`src/stkrm_pkg.sv`:
```
// Package for the bounded stack with remove-by-value.
// Holds widths, action and status codes, datapath command codes and the
// command and status structs between controller and datapath. No dependencies.
`timescale 1ns / 1ps

package stkrm_pkg;

  localparam int unsigned DepthDefault = 8;
  localparam int unsigned DataW        = 32;
  localparam int unsigned ActW         = 2;
  localparam int unsigned StatW        = 2;
  localparam int unsigned CountOutW    = 4;

  typedef enum logic [ActW-1:0] {
    ACT_PUSH   = 2'd0,
    ACT_POP    = 2'd1,
    ACT_CLEAR  = 2'd2,
    ACT_REMOVE = 2'd3
  } action_e;

  typedef enum logic [StatW-1:0] {
    ST_OK        = 2'd0,
    ST_FULL      = 2'd1,
    ST_EMPTY     = 2'd2,
    ST_NOT_FOUND = 2'd3
  } status_e;

  typedef enum logic [3:0] {
    DP_NOP,
    DP_PUSH,
    DP_POP,
    DP_CLEAR,
    DP_FAIL,
    DP_SEARCH_INIT,
    DP_SEARCH_NEXT,
    DP_LOAD_TOP,
    DP_SHIFT_INIT,
    DP_SHIFT_STEP,
    DP_SHIFT_LAST
  } dp_op_e;

  typedef struct packed {
    dp_op_e  op;
    status_e status;
  } dp_cmd_t;

  typedef struct packed {
    logic full;
    logic empty;
    logic one;
    logic match;
    logic idx_zero;
    logic idx_top;
  } dp_stat_t;

endpackage

```
`src/stkrm_ram.sv`:
```
// Generic simple dual-port RAM: one write port, one registered read port.
// No dependencies.
`timescale 1ns / 1ps

module stkrm_ram #(
  parameter int unsigned Width = 32,
  parameter int unsigned Depth = 8
) (
  input  logic                     clk_i,
  input  logic                     we_i,
  input  logic [$clog2(Depth)-1:0] waddr_i,
  input  logic [Width-1:0]         wdata_i,
  input  logic [$clog2(Depth)-1:0] raddr_i,
  output logic [Width-1:0]         rdata_o
);

  logic [Width-1:0] mem [Depth];

  always_ff @(posedge clk_i) begin
    if (we_i) begin
      mem[waddr_i] <= wdata_i;
    end
    rdata_o <= mem[raddr_i];
  end

endmodule

```
`src/stkrm_dp.sv`:
```
// Stack datapath: fill count, cached top word, search key, index and the
// entry RAM. Depends on stkrm_pkg and stkrm_ram.
`timescale 1ns / 1ps

module stkrm_dp #(
  parameter int unsigned Depth = stkrm_pkg::DepthDefault
) (
  input  logic                                 clk_i,
  input  logic                                 rst_ni,
  input  stkrm_pkg::dp_cmd_t                   cmd_i,
  input  logic signed [stkrm_pkg::DataW-1:0]   value_i,
  output stkrm_pkg::dp_stat_t                  stat_o,
  output logic [stkrm_pkg::StatW-1:0]          status_o,
  output logic [stkrm_pkg::CountOutW-1:0]      count_o,
  output logic                                 is_full_o,
  output logic                                 is_empty_o,
  output logic signed [stkrm_pkg::DataW-1:0]   top_word_o
);

  import stkrm_pkg::*;

  localparam int unsigned AW = $clog2(Depth);
  localparam int unsigned CW = $clog2(Depth + 1);

  logic [CW-1:0]          count_q, count_d;
  logic [CW-1:0]          cnt_m1, cnt_m2;
  logic [AW-1:0]          idx_q, idx_d;
  logic [DataW-1:0]       key_q, key_d;
  logic [DataW-1:0]       top_q, top_d;
  status_e                status_q, status_d;
  logic                   we;
  logic [AW-1:0]          waddr, raddr;
  logic [DataW-1:0]       wdata, rdata;

  stkrm_ram #(
    .Width(DataW),
    .Depth(Depth)
  ) u_ram (
    .clk_i  (clk_i),
    .we_i   (we),
    .waddr_i(waddr),
    .wdata_i(wdata),
    .raddr_i(raddr),
    .rdata_o(rdata)
  );

  assign cnt_m1 = count_q - CW'(1);
  assign cnt_m2 = count_q - CW'(2);

  always_comb begin
    count_d  = count_q;
    idx_d    = idx_q;
    key_d    = key_q;
    top_d    = top_q;
    status_d = status_q;
    we       = 1'b0;
    waddr    = idx_q - AW'(1);
    wdata    = rdata;
    raddr    = idx_q;
    case (cmd_i.op)
      DP_PUSH: begin
        we       = 1'b1;
        waddr    = count_q[AW-1:0];
        wdata    = value_i;
        top_d    = value_i;
        count_d  = count_q + CW'(1);
        status_d = ST_OK;
      end
      DP_POP: begin
        count_d  = cnt_m1;
        raddr    = cnt_m2[AW-1:0];
        status_d = ST_OK;
      end
      DP_CLEAR: begin
        count_d  = '0;
        status_d = ST_OK;
      end
      DP_FAIL: begin
        status_d = cmd_i.status;
      end
      DP_SEARCH_INIT: begin
        key_d = value_i;
        idx_d = cnt_m1[AW-1:0];
        raddr = cnt_m1[AW-1:0];
      end
      DP_SEARCH_NEXT: begin
        idx_d = idx_q - AW'(1);
        raddr = idx_q - AW'(1);
      end
      DP_LOAD_TOP: begin
        top_d = rdata;
      end
      DP_SHIFT_INIT: begin
        idx_d = idx_q + AW'(1);
        raddr = idx_q + AW'(1);
      end
      DP_SHIFT_STEP: begin
        we    = 1'b1;
        idx_d = idx_q + AW'(1);
        raddr = idx_q + AW'(1);
      end
      DP_SHIFT_LAST: begin
        we       = 1'b1;
        count_d  = cnt_m1;
        status_d = ST_OK;
      end
      default: begin
      end
    endcase
  end

  always_ff @(posedge clk_i or negedge rst_ni) begin
    if (!rst_ni) begin
      count_q <= '0;
    end else begin
      count_q <= count_d;
    end
  end

  always_ff @(posedge clk_i) begin
    idx_q    <= idx_d;
    key_q    <= key_d;
    top_q    <= top_d;
    status_q <= status_d;
  end

  assign stat_o.full     = (count_q == CW'(Depth));
  assign stat_o.empty    = (count_q == '0);
  assign stat_o.one      = (count_q == CW'(1));
  assign stat_o.match    = (rdata == key_q);
  assign stat_o.idx_zero = (idx_q == '0);
  assign stat_o.idx_top  = (idx_q == cnt_m1[AW-1:0]);

  assign status_o   = status_q;
  assign count_o    = CountOutW'(count_q);
  assign is_full_o  = stat_o.full;
  assign is_empty_o = stat_o.empty;
  assign top_word_o = stat_o.empty ? '0 : top_q;

endmodule

```
`src/stkrm_ctrl.sv`:
```
// Stack controller: sequences push, pop, clear and the search/shift of
// remove-by-value. Depends on stkrm_pkg.
`timescale 1ns / 1ps

module stkrm_ctrl (
  input  logic                         clk_i,
  input  logic                         rst_ni,
  input  logic                         start_i,
  input  logic [stkrm_pkg::ActW-1:0]   action_i,
  input  stkrm_pkg::dp_stat_t          stat_i,
  output stkrm_pkg::dp_cmd_t           cmd_o,
  output logic                         busy_o,
  output logic                         done_o
);

  import stkrm_pkg::*;

  localparam logic [1:0] S_IDLE  = 2'd0;
  localparam logic [1:0] S_LOAD  = 2'd1;
  localparam logic [1:0] S_CMP   = 2'd2;
  localparam logic [1:0] S_SHIFT = 2'd3;

  logic [1:0] state_q, state_d;
  logic       done_q, done_d;

  always_comb begin
    state_d      = state_q;
    done_d       = 1'b0;
    cmd_o.op     = DP_NOP;
    cmd_o.status = ST_OK;
    case (state_q)
      S_IDLE: begin
        if (start_i) begin
          case (action_i)
            ACT_PUSH: begin
              done_d = 1'b1;
              if (stat_i.full) begin
                cmd_o.op     = DP_FAIL;
                cmd_o.status = ST_FULL;
              end else begin
                cmd_o.op = DP_PUSH;
              end
            end
            ACT_POP: begin
              if (stat_i.empty) begin
                cmd_o.op     = DP_FAIL;
                cmd_o.status = ST_EMPTY;
                done_d       = 1'b1;
              end else begin
                cmd_o.op = DP_POP;
                if (stat_i.one) begin
                  done_d = 1'b1;
                end else begin
                  state_d = S_LOAD;
                end
              end
            end
            ACT_CLEAR: begin
              cmd_o.op = DP_CLEAR;
              done_d   = 1'b1;
            end
            default: begin
              if (stat_i.empty) begin
                cmd_o.op     = DP_FAIL;
                cmd_o.status = ST_NOT_FOUND;
                done_d       = 1'b1;
              end else begin
                cmd_o.op = DP_SEARCH_INIT;
                state_d  = S_CMP;
              end
            end
          endcase
        end
      end
      S_LOAD: begin
        cmd_o.op = DP_LOAD_TOP;
        done_d   = 1'b1;
        state_d  = S_IDLE;
      end
      S_CMP: begin
        if (stat_i.match) begin
          if (stat_i.idx_top) begin
            // hit on the top entry behaves as a pop
            cmd_o.op = DP_POP;
            if (stat_i.one) begin
              done_d  = 1'b1;
              state_d = S_IDLE;
            end else begin
              state_d = S_LOAD;
            end
          end else begin
            cmd_o.op = DP_SHIFT_INIT;
            state_d  = S_SHIFT;
          end
        end else if (stat_i.idx_zero) begin
          cmd_o.op     = DP_FAIL;
          cmd_o.status = ST_NOT_FOUND;
          done_d       = 1'b1;
          state_d      = S_IDLE;
        end else begin
          cmd_o.op = DP_SEARCH_NEXT;
        end
      end
      S_SHIFT: begin
        if (stat_i.idx_top) begin
          cmd_o.op = DP_SHIFT_LAST;
          done_d   = 1'b1;
          state_d  = S_IDLE;
        end else begin
          cmd_o.op = DP_SHIFT_STEP;
        end
      end
      default: begin
        state_d = S_IDLE;
      end
    endcase
  end

  always_ff @(posedge clk_i or negedge rst_ni) begin
    if (!rst_ni) begin
      state_q <= S_IDLE;
      done_q  <= 1'b0;
    end else begin
      state_q <= state_d;
      done_q  <= done_d;
    end
  end

  assign busy_o = (state_q != S_IDLE);
  assign done_o = done_q;

endmodule

```
`src/stack_with_remove_by_value.sv`:
```
// Bounded LIFO stack of signed 32-bit words with push, pop, clear and
// remove-by-value. Depends on stkrm_pkg, stkrm_ctrl and stkrm_dp.
//
// An item is taken when start_i is high and busy_o low. Its result appears
// for exactly one cycle with done_o high, and the receiver cannot stall it.
// Push, clear, a refused push or pop and a remove on an empty stack give
// their result in the cycle after the transfer and leave busy_o low. A pop
// that leaves entries behind also passes through S_LOAD, since the new top
// is read back from the entry RAM. Remove compares one entry per cycle from
// the top down in S_CMP; a miss gives its result once the bottom entry has
// been compared. A hit at index h (zero at the bottom) below the top then
// moves one entry per cycle above the hit down by one place in S_SHIFT. A
// hit on the top entry instead behaves as a pop and reads the new top in
// S_LOAD unless it was the only entry. These steps follow from the single
// read port of the entry RAM.
`timescale 1ns / 1ps

module stack_with_remove_by_value #(
  parameter int unsigned DEPTH = stkrm_pkg::DepthDefault
) (
  input  logic                                clk_i,
  input  logic                                rst_ni,
  input  logic                                start_i,
  output logic                                busy_o,
  input  logic [stkrm_pkg::ActW-1:0]          action_i,
  input  logic signed [stkrm_pkg::DataW-1:0]  value_i,
  output logic                                done_o,
  output logic [stkrm_pkg::StatW-1:0]         status_o,
  output logic [stkrm_pkg::CountOutW-1:0]     count_o,
  output logic                                is_full_o,
  output logic                                is_empty_o,
  output logic signed [stkrm_pkg::DataW-1:0]  top_word_o
);

  import stkrm_pkg::*;

  dp_cmd_t  cmd;
  dp_stat_t stat;

  stkrm_ctrl u_ctrl (
    .clk_i   (clk_i),
    .rst_ni  (rst_ni),
    .start_i (start_i),
    .action_i(action_i),
    .stat_i  (stat),
    .cmd_o   (cmd),
    .busy_o  (busy_o),
    .done_o  (done_o)
  );

  stkrm_dp #(
    .Depth(DEPTH)
  ) u_dp (
    .clk_i     (clk_i),
    .rst_ni    (rst_ni),
    .cmd_i     (cmd),
    .value_i   (value_i),
    .stat_o    (stat),
    .status_o  (status_o),
    .count_o   (count_o),
    .is_full_o (is_full_o),
    .is_empty_o(is_empty_o),
    .top_word_o(top_word_o)
  );

endmodule
```
`config.mk`:
```
export PLATFORM = sky130hd
export DESIGN_NAME = stack_with_remove_by_value
export DESIGN_NICKNAME = d
export VERILOG_FILES = /design/src/stkrm_pkg.sv /design/src/stkrm_ram.sv /design/src/stkrm_dp.sv /design/src/stkrm_ctrl.sv /design/src/stack_with_remove_by_value.sv
export SDC_FILE = /design/constraint.sdc
export NUM_CORES = 1
export LEC_CHECK = 0
export BUFFER_PORTS_ARGS = -buffer_cell sky130_fd_sc_hd__buf_2
export CAP_MARGIN = 20
export CORE_MARGIN = 4
export CORE_UTILIZATION = 45
export DETAILED_ROUTE_END_ITERATION = 8
export PLACE_DENSITY = 0.63
export SLEW_MARGIN = 0
export SYNTH_ARGS = -nofsm -noshare
export SYNTH_HDL_FRONTEND = slang
export SYNTH_SLANG_ARGS = --single-unit
```
`constraint.sdc`:
```
create_clock -name clk_i -period 11.1 [get_ports clk_i]
set_input_delay 2.22 -clock clk_i [delete_from_list [all_inputs] [get_ports clk_i]]
set_output_delay 2.22 -clock clk_i [all_outputs]
set_load 0.02 [all_outputs]
```
==> impl_metrics.xml, run 1 <==
<?xml version="1.0" encoding="UTF-8"?>
<metrics>
  <group name="synth">
    <metric name="synth_top_area_share" unit="%">63.4</metric>
    <metric name="seq_area_frac_synth" unit="%">68.7</metric>
    <metric name="synth_common_cells" unit="">325 x edfxtp_1, 193 x mux2i_1, 120 x nand2_1, 65 x mux2_2, 34 x xor2_1</metric>
    <metric name="syn_nets" unit="">1039</metric>
    <metric name="ys_dominant_reg_cell" unit="">edfxtp_1</metric>
    <metric name="most_frequently_used_cell_type_in_the_post_synthesis_netlist" unit="">edfxtp_1</metric>
    <metric name="synthTopCellsByArea" unit="">edfxtp_1 63%, mux2i_1 13%, mux2_2 4.8%</metric>
    <metric name="synth_area" unit="um^2">15400</metric>
    <metric name="synth-edff-count" unit="">325</metric>
    <metric name="yosys_register_bits" unit="">364</metric>
    <metric name="ys_async_sr_fraction" unit="%">1.92</metric>
    <metric name="synthDistinctLibCells" unit="">58</metric>
    <metric name="synthesis.yosys.warnings" unit="">0</metric>
    <metric name="synth_area_leader_cell" unit="">edfxtp_1</metric>
    <metric name="syn_avg_cell_area" unit="um^2">15.5</metric>
    <metric name="netlist_instances" unit="">993</metric>
  </group>
  <group name="die">
    <metric name="die_width" unit="um">193</metric>
    <metric name="boundaryPins" unit="">79</metric>
    <metric name="initial_utilization" unit="%">45.8</metric>
    <metric name="design.die.area" unit="um^2">37200</metric>
    <metric name="chip_height" unit="um">193</metric>
    <metric name="placeableCoreArea" unit="um^2">33600</metric>
    <metric name="row_count" unit="">67</metric>
  </group>
  <group name="routing">
    <metric name="remaining_drc_errors" unit="">0</metric>
    <metric name="post_route_antenna_net_violation_count" unit="">0</metric>
    <metric name="drt_iter0_markers" unit="">634</metric>
    <metric name="vias" unit="">8348</metric>
    <metric name="wire_per_inst" unit="um">21.5</metric>
    <metric name="vias_per_cell" unit="">5.33</metric>
    <metric name="drt-pass1-iter-count" unit="">5</metric>
    <metric name="finalWirelength" unit="um">33600</metric>
  </group>
  <group name="power">
    <metric name="powerDensity" unit="nW/um^2">317</metric>
    <metric name="post-layout-total-power" unit="uW">5580</metric>
    <metric name="ir_drop" unit="uV">231</metric>
    <metric name="p_leak" unit="uW">0.00670</metric>
  </group>
  <group name="critical_path">
    <metric name="crit_path_max_fanout" unit="">52</metric>
    <metric name="r2r_start" unit="">u_dp.count_o[0]$_DFFE_PN0P_</metric>
    <metric name="worst-setup-path-type" unit="">in -&gt; reg</metric>
    <metric name="timing.critical_path.from_type" unit="">input pin</metric>
    <metric name="setup.worst_path.start" unit="">action_i[1]</metric>
    <metric name="worst_setup_path_end_kind" unit="">flip-flop</metric>
    <metric name="timing.critical_path.required" unit="ns">11.51</metric>
    <metric name="cp_data_arrival_time" unit="ns">7.19</metric>
    <metric name="reg2reg_setup_slack" unit="ns">4.74</metric>
  </group>
  <group name="timing">
    <metric name="report.final.slew_viol_count" unit="">0</metric>
    <metric name="layout_worst_path_cycle_share" unit="%">61.1</metric>
    <metric name="slew_headroom" unit="%">28.0</metric>
    <metric name="tns" unit="ns">0</metric>
    <metric name="timing.hold.ws" unit="ns">0.620</metric>
    <metric name="fin_worst_skew" unit="ns">0.0180</metric>
    <metric name="hold_violations" unit="">0</metric>
    <metric name="fmax" unit="MHz">147</metric>
    <metric name="rsz0062_at_grt" unit="">no</metric>
    <metric name="setup_viol" unit="">0</metric>
    <metric name="worst_slew_pin_slew" unit="ns">1.07</metric>
    <metric name="layout_min_cycle_time" unit="ns">6.78</metric>
  </group>
  <group name="global_route">
    <metric name="antenna_violations_before_repair" unit="">0</metric>
    <metric name="largest_net_degree_at_the_start_of_global_routing" unit="">53</metric>
    <metric name="grt_first_pass_wirelength" unit="um">50200</metric>
    <metric name="globalRoute.totalOverflow" unit="">0</metric>
    <metric name="vias_in_the_first_global_route" unit="">8216</metric>
    <metric name="grt.total_usage" unit="%">17.9</metric>
  </group>
  <group name="layout">
    <metric name="antenna_diode_count" unit="">0</metric>
    <metric name="area_delta_synth_final" unit="%">14.6</metric>
    <metric name="layout-drive-gt1-share" unit="%">22.2</metric>
    <metric name="instances_no_fill" unit="">1565</metric>
    <metric name="finalCoreUtilization" unit="%">52.5</metric>
    <metric name="nNetsFinal" unit="">1134</metric>
  </group>
  <group name="clocking">
    <metric name="cts_setup_buffers" unit="">0</metric>
    <metric name="clk_pin_slew" unit="ns">0.06</metric>
    <metric name="htreeDepth" unit="">2</metric>
    <metric name="post_cts_resize_count" unit="">0</metric>
    <metric name="cts_made_buffers" unit="">38</metric>
    <metric name="post_cts_hold_buffer_count" unit="">0</metric>
    <metric name="tritoncts" unit="">yes</metric>
    <metric name="cts.root.buffer_cell" unit="">clkbuf_16</metric>
    <metric name="ctsLongestPathBuffers" unit="">3</metric>
    <metric name="tritoncts_num_sinks" unit="">364</metric>
    <metric name="worstSkewPairLatency" unit="ns">0.53</metric>
  </group>
  <group name="flow_run">
    <metric name="cap_violations" unit="">0</metric>
  </group>
  <group name="placement">
    <metric name="place.detailed.hpwl" unit="um">20100</metric>
    <metric name="place_congestion" unit="">0.850</metric>
    <metric name="post-place-cells" unit="">1495</metric>
    <metric name="port_buffers" unit="">78</metric>
  </group>
  <group name="min_path">
    <metric name="hold_path_startpoint" unit="">u_dp.u_ram.rdata_o[6]$_DFF_P_</metric>
    <metric name="hold_path_class" unit="">reg -&gt; reg</metric>
  </group>
  <group name="run_status">
    <metric name="run_status" unit="">finished clean</metric>
  </group>
</metrics>
-- per-layer routing --
metal	GRT usage [%]	part of all wire [%]	vias up
met4	4.06	1.5	0
li1	-	-	3903
met5	0	0	-
met3	2.61	5.0	37
met2	29.5	48	248
met1	25.5	46	4160
-- kinds of logic (layout without fill, tap and decap cells) --
kind of cell	after synthesis	count (layout)	synth area share, %
XOR/XNOR	38	38	2.25
adder cells (fa/ha/maj)	9	9	0.732
AND/OR/NAND/NOR	214	214	6.64
buffers and inverters	57	181	1.93
flip-flops	364	364	68.7
multiplexers	258	258	17.3
AO/OA/AOI/OAI	53	53	2.43
-- layout make-up --
type | instances | area [um^2]
fill | 2747 | 16000
timing repair buffer | 100 | 596
clock inverter | 24 | 249
tap | 448 | 561
sequential | 364 | 10600
inverter | 12 | 45.0
clock buffer | 45 | 998
multi-input combinational | 572 | 4610
-- power by group --
part,internal (uW),switching (uW)
registers,1920,128
logic,924,1350
clock network,744,514
total,3590,2000
-- placed cells by master (no fill, tap or decap), drive strengths merged, types with 3 or more instances in the layout --
cell type,instances
nor3b,3
nand2,121
buf,100
nand3,6
a21oi,12
xnor2,3
mux2i,193
nor4,8
inv,13
dfrtp,7
xor2,34
nor2b,33
nand2b,7
clkinvlp,3
clkinv,16
o211ai,4
clkbuf,45
ha,9
nor2,12
bufinv,4
and2,3
mux2,65
edfxtp,325
nor3,5
nand4,5
dfxtp,32
o21ai,16
-- state kept, by name, summed over array words and instances, names as in the netlist --
register and flops:
u_ctrl.done_o 1, u_ctrl.state_q 2, u_dp.count_o 4, u_dp.idx_q 3, u_dp.key_q 32, u_dp.status_o 2, u_dp.top_q 32, u_dp.u_ram.mem 256
u_dp.u_ram.rdata_o 32
-- final timing paths --
check	endpoint	cells after the start
worst max-delay path	u_dp.u_ram.rdata_o[2]$_DFF_P_	14
worst min-delay path	u_dp.top_q[6]$_DFFE_PP_	1
worst max register to register	u_dp.u_ram.rdata_o[2]$_DFF_P_	16
worst min register to register	u_dp.top_q[6]$_DFFE_PP_	1
max in group asynchronous	u_ctrl.done_o$_DFF_PN0_	1
min in group asynchronous	u_dp.count_o[0]$_DFFE_PN0P_	1
-- through the flow --
step / cell area (um^2) / worst slack, ns
floorplan: 15400 / 4.33
CTS: 17600 / 4.31
global route: 17600 / 4.04
detailed placement: 16400 / 3.75
finish: 17600 / 4.32
global placement: 16300 / 3.90
-- critical path, cell delays in order --
cell and delay (ns):
buf_2 0.14, or3b_1 0.40, o211ai_1 0.31, and2_1 0.17
o21ai_1 0.16, clkinv_1 0.26, buf_4 0.49, a22oi_1 0.22
nand3_4 0.57, buf_4 0.65, buf_4 0.81, mux2i_1 0.28
mux2i_1 0.09, mux2_2 0.29
Power figures use the tool's default switching activity.
==> run 2: changes to the inputs <==
==> constraint.sdc (replaced) <==
create_clock -name clk_i -period 6.32 [get_ports clk_i]
set_input_delay 1.264 -clock clk_i [delete_from_list [all_inputs] [get_ports clk_i]]
set_output_delay 1.264 -clock clk_i [all_outputs]
set_load 0.02 [all_outputs]
==> impl_metrics.xml, run 2 (same netlist as run 1, synthesis figures left out) <==
<?xml version="1.0" encoding="UTF-8"?>
<metrics>
  <group name="run_status">
    <metric name="run_status" unit="">finished clean</metric>
  </group>
  <group name="global_route">
    <metric name="antenna_violations_before_repair" unit="">0</metric>
    <metric name="grt.total_usage" unit="%">18.2</metric>
    <metric name="vias_in_the_first_global_route" unit="">8243</metric>
    <metric name="grt_first_pass_wirelength" unit="um">50700</metric>
    <metric name="largest_net_degree_at_the_start_of_global_routing" unit="">59</metric>
    <metric name="globalRoute.totalOverflow" unit="">0</metric>
  </group>
  <group name="routing">
    <metric name="vias" unit="">8348</metric>
    <metric name="wire_per_inst" unit="um">21.5</metric>
    <metric name="drt-pass1-iter-count" unit="">5</metric>
    <metric name="drt_iter0_markers" unit="">672</metric>
    <metric name="vias_per_cell" unit="">5.32</metric>
    <metric name="finalWirelength" unit="um">33800</metric>
    <metric name="remaining_drc_errors" unit="">0</metric>
    <metric name="post_route_antenna_net_violation_count" unit="">0</metric>
  </group>
  <group name="die">
    <metric name="row_count" unit="">67</metric>
    <metric name="chip_height" unit="um">193</metric>
    <metric name="boundaryPins" unit="">79</metric>
    <metric name="die_width" unit="um">193</metric>
    <metric name="initial_utilization" unit="%">45.8</metric>
    <metric name="design.die.area" unit="um^2">37200</metric>
    <metric name="placeableCoreArea" unit="um^2">33600</metric>
  </group>
  <group name="timing">
    <metric name="report.final.slew_viol_count" unit="">0</metric>
    <metric name="rsz0062_at_grt" unit="">no</metric>
    <metric name="setup_viol" unit="">0</metric>
    <metric name="tns" unit="ns">0</metric>
    <metric name="worst_slew_pin_slew" unit="ns">0.955</metric>
    <metric name="slew_headroom" unit="%">36.4</metric>
    <metric name="hold_violations" unit="">0</metric>
    <metric name="fmax" unit="MHz">183</metric>
    <metric name="layout_min_cycle_time" unit="ns">5.45</metric>
    <metric name="layout_worst_path_cycle_share" unit="%">86.2</metric>
    <metric name="timing.hold.ws" unit="ns">0.579</metric>
    <metric name="fin_worst_skew" unit="ns">0.0138</metric>
  </group>
  <group name="flow_run">
    <metric name="cap_violations" unit="">0</metric>
  </group>
  <group name="layout">
    <metric name="nNetsFinal" unit="">1138</metric>
    <metric name="layout.cells.most_common_list" unit="">325 x edfxtp_1, 193 x mux2i_1, 118 x nand2_1</metric>
    <metric name="post-route-cell-area" unit="um^2">17700</metric>
    <metric name="regMostFlops" unit="">u_dp.u_ram.mem</metric>
    <metric name="fillers" unit="">2753</metric>
    <metric name="layout-drive-gt1-share" unit="%">21.9</metric>
    <metric name="antenna_diode_count" unit="">0</metric>
    <metric name="layout.cells.most_common" unit="">edfxtp_1</metric>
    <metric name="area_delta_synth_final" unit="%">14.7</metric>
    <metric name="largest_register_ff_count" unit="">256</metric>
    <metric name="instances_no_fill" unit="">1569</metric>
  </group>
  <group name="power">
    <metric name="ir_drop" unit="uV">445</metric>
    <metric name="powerDensity" unit="nW/um^2">555</metric>
    <metric name="p_leak" unit="uW">0.00671</metric>
  </group>
  <group name="clocking">
    <metric name="cts.root.buffer_cell" unit="">clkbuf_16</metric>
    <metric name="htreeDepth" unit="">2</metric>
    <metric name="post_cts_hold_buffer_count" unit="">0</metric>
    <metric name="worstSkewPairLatency" unit="ns">0.52</metric>
    <metric name="cts_setup_buffers" unit="">0</metric>
    <metric name="tritoncts_num_sinks" unit="">364</metric>
    <metric name="ctsLongestPathBuffers" unit="">3</metric>
    <metric name="cts_made_buffers" unit="">39</metric>
    <metric name="tritoncts" unit="">yes</metric>
    <metric name="post_cts_resize_count" unit="">0</metric>
    <metric name="clk_pin_slew" unit="ns">0.06</metric>
  </group>
  <group name="critical_path">
    <metric name="crit_path_max_fanout" unit="">27</metric>
    <metric name="timing.critical_path.required" unit="ns">6.50</metric>
    <metric name="cp_data_arrival_time" unit="ns">5.63</metric>
    <metric name="worst-setup-path-type" unit="">reg -&gt; reg</metric>
    <metric name="worst_setup_path_end_kind" unit="">flip-flop</metric>
    <metric name="timing.critical_path.from_type" unit="">flip-flop</metric>
  </group>
  <group name="placement">
    <metric name="place_congestion" unit="">0.897</metric>
    <metric name="post-place-cells" unit="">1498</metric>
    <metric name="place.detailed.hpwl" unit="um">20500</metric>
    <metric name="postPlaceCellArea" unit="um^2">16400</metric>
    <metric name="port_buffers" unit="">78</metric>
  </group>
  <group name="min_path">
    <metric name="hold_path_class" unit="">in -&gt; async</metric>
  </group>
</metrics>
==> run 2: cell type report <==
cell class,count,area (um^2),share of cell area (%)
flip-flops and latches,364,10600,59.9
multi-input cells,572,4610,26.1
clock buffers,48,1030,5.83
repair buffers,103,686,3.88
well taps,448,561,3.17
clock inverters,22,155,0.879
inverters,12,45.0,0.255
==> run 2: path summary, 6_finish.rpt <==
check	from	endpoint	slack, ns	cells past startpoint
worst max register to register	u_dp.count_o[0]$_DFFE_PN0P_	u_dp.u_ram.mem[2][20]$_DFFE_PP_	0.87	13
worst max-delay path	u_dp.count_o[0]$_DFFE_PN0P_	u_dp.u_ram.mem[2][20]$_DFFE_PP_	0.87	13
worst min register to register	u_ctrl.state_q[1]$_DFFE_PN0P_	u_ctrl.done_o$_DFF_PN0_	0.60	2
worst min-delay path	rst_ni	u_dp.count_o[1]$_DFFE_PN0P_	0.58	1
min in group clk_i	u_ctrl.state_q[1]$_DFFE_PN0P_	u_ctrl.done_o$_DFF_PN0_	0.60	2
max in group asynchronous	rst_ni	u_ctrl.state_q[0]$_DFFE_PN0P_	5.56	1
==> run 2: critical path, cell delays in order, from the launching register on <==
cell     delay, ns
dfrtp_1       0.52
inv_1         0.21
ha_1          0.46
xnor3_1       0.45
nand3_2       0.12
nand2_2       0.12
a22o_1        0.30
or3_1         0.45
or3b_2        0.67
buf_4         0.34
o21ai_2       0.33
nand2_1       0.21
nor2_4        0.48
buf_4         0.42
==> run 2: layer usage <==
| metal | GRT usage [%] | wire length [um] | up-vias |
|---|---|---|---|
| met5 | 0 | 0 | - |
| met4 | 4.25 | 459 | 0 |
| met3 | 3.02 | 1800 | 32 |
| met2 | 29.1 | 15800 | 243 |
| met1 | 26.3 | 15700 | 4164 |
| li1 | - | - | 3909 |
==> run 2: power by group <==
group | total [uW] | switching (uW) | internal [uW]
Clock | 2120 | 887 | 1240
Sequential | 3590 | 220 | 3370
Combinational | 4090 | 2410 | 1680
Total | 9800 | 3520 | 6290
==> run 2: through the flow <==
| step | utilization (%) | setup WS [ns] | total power, uW |
|---|---|---|---|
| 6_report | 52.5 | 0.869 | 9800 |
| 5_1_grt | 52.5 | 0.569 | 10300 |
| 4_1_cts | 52.5 | 0.828 | 9900 |
| 3_5_place_dp | 48.9 | 0.857 | 7760 |
| 3_3_place_gp | 48.9 | 0.932 | 7720 |
| 2_1_floorplan | - | 0.354 | 6620 |
==> run 3: changes to the inputs <==
--- a/config.mk
+++ b/config.mk
@@ -5,12 +5,13 @@
 export SDC_FILE = /design/constraint.sdc
 export NUM_CORES = 1
 export LEC_CHECK = 0
+export ABC_AREA = 1
 export BUFFER_PORTS_ARGS = -buffer_cell sky130_fd_sc_hd__buf_2
 export CAP_MARGIN = 20
-export CORE_MARGIN = 4
+export CORE_MARGIN = 2
 export CORE_UTILIZATION = 45
 export DETAILED_ROUTE_END_ITERATION = 8
-export PLACE_DENSITY = 0.63
+export PLACE_DENSITY = 0.62
 export SLEW_MARGIN = 0
 export SYNTH_ARGS = -nofsm -noshare
 export SYNTH_HDL_FRONTEND = slang
==> impl_metrics.xml, run 3 <==
<?xml version="1.0" encoding="UTF-8"?>
<metrics>
  <group name="run_status">
    <metric name="run_status" unit="">finished clean</metric>
  </group>
  <group name="synth">
    <metric name="synth_area" unit="um^2">16600</metric>
    <metric name="seq_area_frac_synth" unit="%">63.6</metric>
    <metric name="syn_nets" unit="">1782</metric>
    <metric name="ys_async_sr_fraction" unit="%">1.92</metric>
    <metric name="ys_dominant_reg_cell" unit="">edfxtp_1</metric>
    <metric name="synth_top_area_share" unit="%">58.7</metric>
    <metric name="synthesis.yosys.warnings" unit="">0</metric>
    <metric name="netlist_instances" unit="">1736</metric>
    <metric name="syn_avg_cell_area" unit="um^2">9.58</metric>
    <metric name="synthDistinctLibCells" unit="">34</metric>
    <metric name="most_frequently_used_cell_type_in_the_post_synthesis_netlist" unit="">nand2_1</metric>
    <metric name="synth-edff-count" unit="">325</metric>
    <metric name="synth_common_cells" unit="">448 x nand2_1, 356 x inv_1, 325 x edfxtp_1, 268 x nand3_1, 79 x o21ai_0</metric>
    <metric name="synth_area_leader_cell" unit="">edfxtp_1</metric>
    <metric name="yosys_register_bits" unit="">364</metric>
    <metric name="synthTopCellsByArea" unit="">edfxtp_1 59%, nand2_1 10%, nand3_1 8.1%</metric>
  </group>
  <group name="layout">
    <metric name="layout-drive-gt1-share" unit="%">10.1</metric>
    <metric name="nNetsFinal" unit="">1848</metric>
    <metric name="largest_register_ff_count" unit="">256</metric>
    <metric name="layout.cells.most_common_list" unit="">446 x nand2_1, 355 x inv_1, 325 x edfxtp_1</metric>
    <metric name="regArea" unit="um^2">10600</metric>
    <metric name="fillers" unit="">3243</metric>
    <metric name="regMostFlops" unit="">u_dp.u_ram.mem</metric>
    <metric name="area_delta_synth_final" unit="%">13.1</metric>
    <metric name="antenna_diode_count" unit="">0</metric>
    <metric name="layout.cells.most_common" unit="">nand2_1</metric>
    <metric name="multiInputGateArea" unit="um^2">4400</metric>
  </group>
  <group name="clocking">
    <metric name="post_cts_resize_count" unit="">0</metric>
    <metric name="tritoncts" unit="">yes</metric>
    <metric name="ctsLongestPathBuffers" unit="">3</metric>
    <metric name="cts.root.buffer_cell" unit="">clkbuf_16</metric>
    <metric name="cts_setup_buffers" unit="">0</metric>
    <metric name="post_cts_hold_buffer_count" unit="">0</metric>
    <metric name="worstSkewPairLatency" unit="ns">0.53</metric>
    <metric name="tritoncts_num_sinks" unit="">364</metric>
    <metric name="htreeDepth" unit="">2</metric>
    <metric name="clk_pin_slew" unit="ns">0.06</metric>
    <metric name="cts_made_buffers" unit="">39</metric>
  </group>
  <group name="timing">
    <metric name="hold_violations" unit="">0</metric>
    <metric name="rsz0062_at_grt" unit="">no</metric>
    <metric name="layout_min_cycle_time" unit="ns">4.87</metric>
    <metric name="fin_worst_skew" unit="ns">0.0187</metric>
    <metric name="report.final.slew_viol_count" unit="">0</metric>
    <metric name="tns" unit="ns">0</metric>
    <metric name="setup_viol" unit="">0</metric>
    <metric name="layout_worst_path_cycle_share" unit="%">77.0</metric>
    <metric name="worst_slew_pin_slew" unit="ns">1.02</metric>
    <metric name="fmax" unit="MHz">206</metric>
    <metric name="slew_headroom" unit="%">31.3</metric>
  </group>
  <group name="global_route">
    <metric name="antenna_violations_before_repair" unit="">1</metric>
    <metric name="globalRoute.totalOverflow" unit="">0</metric>
    <metric name="grt.total_usage" unit="%">21.4</metric>
    <metric name="grt_first_pass_wirelength" unit="um">62400</metric>
    <metric name="largest_net_degree_at_the_start_of_global_routing" unit="">129</metric>
    <metric name="vias_in_the_first_global_route" unit="">10800</metric>
  </group>
  <group name="critical_path">
    <metric name="worst-setup-path-type" unit="">reg -&gt; reg</metric>
    <metric name="reg2reg_setup_slack" unit="ns">1.45</metric>
    <metric name="timing.critical_path.required" unit="ns">6.75</metric>
    <metric name="cp_data_arrival_time" unit="ns">5.30</metric>
    <metric name="crit_path_max_fanout" unit="">128</metric>
    <metric name="setup.worst_path.start" unit="">u_dp.count_o[0]$_DFFE_PN0P_</metric>
    <metric name="worst_setup_path_end_kind" unit="">flip-flop</metric>
    <metric name="r2r_start" unit="">u_dp.count_o[0]$_DFFE_PN0P_</metric>
    <metric name="timing.critical_path.from_type" unit="">flip-flop</metric>
  </group>
  <group name="die">
    <metric name="die_width" unit="um">196</metric>
    <metric name="boundaryPins" unit="">79</metric>
    <metric name="placeableCoreArea" unit="um^2">36500</metric>
    <metric name="chip_height" unit="um">196</metric>
    <metric name="design.die.area" unit="um^2">38500</metric>
    <metric name="initial_utilization" unit="%">45.5</metric>
    <metric name="row_count" unit="">70</metric>
  </group>
  <group name="routing">
    <metric name="finalWirelength" unit="um">40500</metric>
    <metric name="post_route_antenna_net_violation_count" unit="">0</metric>
    <metric name="drt_iter0_markers" unit="">811</metric>
    <metric name="wire_per_inst" unit="um">17.6</metric>
    <metric name="drt-pass1-iter-count" unit="">5</metric>
    <metric name="remaining_drc_errors" unit="">0</metric>
    <metric name="vias" unit="">11400</metric>
    <metric name="vias_per_cell" unit="">4.96</metric>
  </group>
  <group name="flow_run">
    <metric name="cap_violations" unit="">0</metric>
  </group>
  <group name="placement">
    <metric name="place.detailed.hpwl" unit="um">23000</metric>
    <metric name="place_congestion" unit="">0.888</metric>
    <metric name="port_buffers" unit="">78</metric>
  </group>
  <group name="min_path">
    <metric name="hold_path_class" unit="">in -&gt; async</metric>
  </group>
</metrics>
[run 3: cell count changes after synthesis, moves of 8 or more]
| cell | previous run | this run |
|---|---|---|
| xor2_1 | 34 | 5 |
| mux2i_1 | 193 | 0 |
| nor2_1 | 12 | 66 |
| inv_1 | 10 | 356 |
| a21oi_1 | 11 | 3 |
| buf_2 | 24 | 44 |
| o21ai_0 | 11 | 79 |
| nor2b_1 | 33 | 0 |
| nor4_1 | 8 | 0 |
| nand2_1 | 120 | 448 |
| xnor2_1 | 3 | 27 |
| buf_4 | 2 | 15 |
| mux2_2 | 65 | 0 |
| nand3_1 | 5 | 268 |
[run 3: cells by family (layout without fill, tap and decap cells)]
family          count (synthesis)  count (layout)  synth area share (%)
compound gates                 90              90                  2.84
xor+xnor                       33              33                  1.78
fa+ha+maj                       9               9                 0.677
buf+inv                       439             536                  10.6
flops                         364             364                  63.6
simple gates                  801             801                  20.5
[run 3: path summary, 6_finish.rpt]
check	end	depth (start not counted)
min reg2reg	u_dp.u_ram.rdata_o[10]$_DFF_P_	6
max reg2reg	u_dp.u_ram.rdata_o[24]$_DFF_P_	19
min in group clk_i	u_dp.u_ram.rdata_o[10]$_DFF_P_	6
max in group asynchronous	u_dp.count_o[1]$_DFFE_PN0P_	1
max	u_dp.u_ram.rdata_o[24]$_DFF_P_	19
min	u_ctrl.done_o$_DFF_PN0_	1
[run 3: through the flow]
stage	std cells	setup WS, ns	cell area, um^2	hold WS, ns	util (%)
2_1_floorplan	1736	1.95	16600	0.587	-
3_3_place_gp	2229	1.56	17600	0.608	48.1
3_5_place_dp	2229	1.41	17600	0.616	48.1
4_1_cts	2301	1.38	18800	0.551	51.5
5_1_grt	2301	1.00	18800	0.564	51.5
6_report	2301	1.45	18800	0.560	51.5
[run 3: worst max-delay path, cell delays in order, from the launching register on]
cell	delay, ns
dfrtp_1	0.48
inv_1	0.18
ha_1	0.23
nand2_1	0.12
nor2_4	0.42
buf_4	0.35
nand2_1	0.14
nand3_1	0.13
nand3_2	0.12
nand3_1	0.23
nor2_4	0.13
nand2_1	0.13
nand4_4	0.75
nand2_4	0.29
buf_12	0.48
nand2_1	0.17
nand3_1	0.12
nand2_1	0.06
nand2_1	0.05
nand2_1	0.05
[run 3: metal layers]
| metal | up-vias | GRT usage [%] | wire length, um |
|---|---|---|---|
| li1 | 5666 | - | - |
| met1 | 5308 | 28.6 | 17600 |
| met2 | 372 | 36.0 | 19200 |
| met3 | 73 | 3.66 | 2660 |
| met4 | 2 | 6.06 | 983 |
| met5 | - | 0 | 13 |
[run 3: area by class of cell]
| cell class | instances | area share (%) |
|---|---|---|
| Multi-Input combinational cell | 933 | 23.4 |
| Sequential cell | 364 | 56.2 |
| Clock inverter | 16 | 0.891 |
| Timing Repair Buffer | 104 | 3.44 |
| Inverter | 360 | 7.19 |
| Tap cell | 468 | 3.11 |
| Clock buffer | 56 | 5.80 |
Power of run 3 is left out: the tool's default activity adds up to more than one toggle a clock period on the data nets, which glitch-free logic cannot reach.
